<file path="src/design/hpos_pkg.sv">
package hpos_pkg;

    localparam int MAX_WIDTH_DEF = 2048;

    localparam int CFG_IDX_W = 2;
    localparam int CFG_DATA_W = 12;

    localparam logic [CFG_IDX_W-1:0] REG_WIDTH    = 2'd0;
    localparam logic [CFG_IDX_W-1:0] REG_HEIGHT   = 2'd1;
    localparam logic [CFG_IDX_W-1:0] REG_STRENGTH = 2'd2;

    localparam logic [11:0] WIDTH_RST    = 12'd640;
    localparam logic [11:0] HEIGHT_RST   = 12'd480;
    localparam logic [7:0]  STRENGTH_RST = 8'd10;

    typedef struct packed {
        logic accept;
        logic rd;
        logic c1;
        logic c2;
        logic c3;
        logic c4;
        logic load;
    } t_cmd;

    typedef struct packed {
        logic ignore;
        logic emit;
        logic out_free;
    } t_sts;

endpackage

</file>
<file path="src/design/hpos_ctrl.sv">
module hpos_ctrl (
    input  logic          i_clk,
    input  logic          i_rst_n,
    input  logic          i_in_valid,
    input  hpos_pkg::t_sts i_sts,
    output hpos_pkg::t_cmd o_cmd,
    output logic          o_in_stall
);

    localparam logic [2:0] S_IDLE = 3'd0;
    localparam logic [2:0] S_RD   = 3'd1;
    localparam logic [2:0] S_C1   = 3'd2;
    localparam logic [2:0] S_C2   = 3'd3;
    localparam logic [2:0] S_C3   = 3'd4;
    localparam logic [2:0] S_C4   = 3'd5;
    localparam logic [2:0] S_C5   = 3'd6;

    logic [2:0] r_state;
    logic [2:0] n_state;

    always_comb begin
        o_cmd = '0;
        n_state = r_state;
        case (r_state)
            S_IDLE: begin
                o_cmd.accept = i_in_valid;
                if (i_in_valid && !i_sts.ignore) n_state = S_RD;
            end
            S_RD: begin
                o_cmd.rd = 1'b1;
                n_state = i_sts.emit ? S_C1 : S_IDLE;
            end
            S_C1: begin
                o_cmd.c1 = 1'b1;
                n_state = S_C2;
            end
            S_C2: begin
                o_cmd.c2 = 1'b1;
                n_state = S_C3;
            end
            S_C3: begin
                o_cmd.c3 = 1'b1;
                n_state = S_C4;
            end
            S_C4: begin
                o_cmd.c4 = 1'b1;
                n_state = S_C5;
            end
            S_C5: begin
                if (i_sts.out_free) begin
                    o_cmd.load = 1'b1;
                    n_state = S_IDLE;
                end
            end
            default: n_state = S_IDLE;
        endcase
    end

    assign o_in_stall = (r_state != S_IDLE);

    always_ff @(posedge i_clk) begin
        if (!i_rst_n) r_state <= S_IDLE;
        else r_state <= n_state;
    end

endmodule

</file>
<file path="config.mk">
export PLATFORM = sky130hd
export DESIGN_NAME = hpos_ctrl
export DESIGN_NICKNAME = d
export VERILOG_FILES = /design/src/design/hpos_pkg.sv /design/src/design/hpos_ctrl.sv
export SDC_FILE = /design/constraint.sdc
export NUM_CORES = 1
export LEC_CHECK = 0
export BUFFER_PORTS_ARGS = -buffer_cell sky130_fd_sc_hd__buf_2
export CAP_MARGIN = 10
export CORE_AREA = 3 3 40 42
export DETAILED_ROUTE_END_ITERATION = 7
export DIE_AREA = 0 0 43 45
export SETUP_SLACK_MARGIN = 0.2
export SKIP_CTS_REPAIR_TIMING = 1
export SYNTH_ARGS = -nofsm -noshare
export SYNTH_HDL_FRONTEND = slang
export SYNTH_SLANG_ARGS = --single-unit
</file>
<file path="constraint.sdc">
create_clock -name i_clk -period 1.2 [get_ports i_clk]
set_input_delay 0.24 -clock i_clk [delete_from_list [all_inputs] [get_ports i_clk]]
set_output_delay 0.24 -clock i_clk [all_outputs]
set_load 0.02 [all_outputs]
</file>
[Word level (Yosys, flattened, before mapping)]
Index checks and enable logic that the tools add are counted.
Word-level totals
  register bits after elaboration: 3
  bits in latches: 0
  bits in writable memories: 0
  memory bits (read-only): 0
  output and inout port bits: 8
  memories: 0
Cells by class
  add/subtract/negate cells: 0
  multipliers: 0
  div/mod/pow operators: 0
  order comparisons: 0
  equality and inequality tests: 8
  shift-type cells: 0
  mux-type cells: 12
  bitwise logic cells: 0
  reduce and logical (&&, ||, !) cells: 5
Operators with widths (count)
  3-bit case mux with 7 select lines: 1
  3-bit equality test, second input constant: 3
  1-bit two-way mux: 8
  3-bit by 2-bit equality test with 1-bit output, second input constant: 2
  3-bit two-way mux: 2
  2-bit != test, second input constant: 2
  3-bit by 1-bit equality test with 1-bit output, second input constant: 1
  3-bit zero test: 1
  3-bit nonzero test: 1
  2-bit two-way mux: 1
  2-bit AND reduction: 1
  1-bit logical AND: 1
  1-bit zero test: 1

[Logic depth before layout (Yosys ltp)]
  depth in word-level cells: 4
  mapped depth: 4

[Worst setup path before layout]
OpenSTA, ideal clock, no wires.
  kind: register -> output
  start point: register r_state[0]
  end point: output o_cmd[6] (netlist name)
  arrival time: 1.041 ns
  slack: -0.081 ns
  stages on the path, launching flop included: 4
  cells stage by stage: dfxtp_1 > buf_6 > or3_4 > nor2_2
RTL lines
  start, declared: line hpos_ctrl.sv:18  | logic [2:0] r_state;
  start signal, assigned: line hpos_ctrl.sv:63  | else r_state <= n_state;
  end, declared: line hpos_ctrl.sv:6  | output hpos_pkg::t_cmd o_cmd,

==> results.md <==
* Outcome: complete, but fails checks
* Failing checks: negative setup slack
* Syn_nets at 34
* CP max FO at 3
* Antenna cells at 0
* Hold path cells at 2
* Synth Area in Compound Gates at 17.9%
* Synth area leaders: dfxtp_1, nor3_1, a2111oi_2, buf_4, nor3b_1
* Hold crit path type: in -> reg
* Static leakage at 0.198 nW
* Final Cycle Share at 118%
* Initial antenna violation count at 0
* Worst-Skew Late Latency at 0.23 ns
* Synth Area in XOR/XNOR at 0%
* Initial Util at 17.4%
* RSZ-0062 raised after global routing: true
* Port bufs at 13
* CTS tree: done
* Area leader, netlist: dfxtp_1
* DP HPWL at 434 um
* Die area at 1940 um2
* Reg2reg path depth at 3
* Final nets at 55
* CP Launch Type: flop
* CP Class: reg -> out
* Period minus WS final at 1.42 ns
* GRT Max-Usage Layer: met2
* GR Util met3 at 5.98%
* ANT nets after route at 0
* Final GP Congestion at 0.692
* Worst r2r src: r_state[1]$_SDFFE_PN0P_
* All-Layer GR Usage at 6.49%
* Post-layout util at 34.7%
* R2r setup slk at 0.17 ns
* Core area at 1280 um2
* Max reg flops at 3
* Worst hold margin at 0.224 ns
* Post-synthesis mux area share at 0%
* Post-Syn Area at 224 um2
* Die width at 43 um
* Max Root-Sink Buffers at 2
* Final hold vios at 0
* Max-cap violations at 0
* Avg Cell Area, Syn at 8.00 um2
* Cell area power density at 870 nW/um2
* Initial drt markers at 5
* Clock transition at the registers of the reported paths at 0.04 ns
* HP Start: i_rst_n
* Max Clk Rate at 706 MHz
* First-pass GRT wire length at 841 um
* Vias at 264
* Share of layout cells above drive strength 1 at 70.8%
* Syn-to-layout area delta at 98.9%
* Req. time, crit path at 0.96 ns
* Clock tree sinks at 3
* Met2 usage at 7.78%
* WHS Endpoint: r_state[2]$_SDFFE_PN0P_
* Top flop regs: r_state x3
* Yosys top cell area share at 26.8%
* Setup WS post-layout at -0.217 ns
* Largest family of logic cells by synthesized area: simple AND/OR/NAND/NOR gates
* Measured slew at the worst slew-check pin at 0.249 ns
* Num CTS Buffers at 3
* Place WS at -0.000870 ns
* Flops & latches, synth at 3
* GR Layer Usage met1 at 7.45%
* Die Span Y at 45 um
* Drt total wl at 618 um
* YS warnings at 0
* Adder-Cell Fraction of Synth Area at 0%
* Synth unique cells at 19
* H-tree Lvls at 1
* Reg with most FFs: r_state
* Simple-Gate Fraction of Synth Area at 38.5%
* WL per Instance at 9.81 um
* DR vias/cell at 4.19
* Slew Viols, Final at 0
* Slew headroom at 83.3%
* GRT overflow at 0
* Root buffer cell: clkbuf_4
* # rows at 13
* Pin count of the biggest net entering global routing at 8
* Reg2reg end: r_state[0]$_SDFFE_PN0P_
* Setup Viol. Count Final at 8
* Peak VDD IR at 496 uV
* Cells after Synth at 28
* Final Power at 387 uW
* Residual DRC at 0
* Critical Path Sink Type: output pin
* Clock Skew at 0.0000529 ns
* Vias in the first global route at 212
* IO Pins at 14
* DRT Pass-1 Iters at 3
* Crit path DAT at 1.18 ns
* Sequential area share after synthesis at 26.8%
==> worst max-delay path by stage <==
stage                                        from        to  slack, ns  cells past startpoint
after floorplan           r_state[2]$_SDFFE_PN0P_  o_cmd[2]      -0.03                      2
after global placement    r_state[0]$_SDFFE_PN0P_  o_cmd[6]      0.002                      3
after detailed placement  r_state[2]$_SDFFE_PN0P_  o_cmd[6]    -0.0009                      3
after CTS                 r_state[0]$_SDFFE_PN0P_  o_cmd[6]      -0.26                      3
after global routing      r_state[0]$_SDFFE_PN0P_  o_cmd[6]      -0.25                      3
final                     r_state[0]$_SDFFE_PN0P_  o_cmd[6]      -0.22                      3
==> layout by cell type (no fill, tap or decap), types with 2 or more instances in the layout <==
master and n:
buf_2 7, buf_4 6, buf_6 5, clkbuf_4 3
dfxtp_2 2, inv_1 3, nand2_1 2
==> cell families after synthesis <==
family,Yosys count
AOI/OAI and AO/OA,5
buffers and inverters,6
DFF,3
and+or+nand+nor,14
==> power by group <==
part	internal [mW]	switching, mW
Combinational	0.0544	0.0467
Clock	0.125	0.0526
Sequential	0.104	0.00561
==> critical path: stages (launching register included) <==
cell     delay [ns]
dfxtp_2        0.33
or3_4          0.40
nor2_4         0.09
buf_6          0.12
==> cells in the mapped netlist <==
cell type  count
nor2b_1        1
o211ai_1       1
or3_4          1
o21ai_0        1
nor3_1         3
a2111oi_2      1
nand3b_1       1
a21oi_1        1
and3_2         1
o21a_1         1
and2_1         1
nand2_1        2
inv_1          3
nor3b_1        2
dfxtp_1        3
buf_4          2
buf_6          1
nor2_2         1
nor2_1         1
==> through the flow <==
stage	area (um2)	setup TNS, ns	cells
2_1_floorplan	229	-0.109	28
3_3_place_gp	329	0	57
3_5_place_dp	329	-0.000870	57
4_1_cts	355	-1.56	61
5_1_grt	445	-1.44	63
6_report	445	-0.944	63
==> layer usage <==
layer  share of wire, %  wire [um]
met1                 43        263
met2                 46        286
met3                 11         68
met4                  0          0
met5                  0          0
==> final cells by class <==
cell class              count  area, um2
well taps                  15       18.8
multi-input cells          19        166
inverters                   3       11.3
flip-flops and latches      3       66.3
fillers                   137        840
clock buffers               4       26.3
repair buffers             19        156
Power figures use the tool's default switching activity.
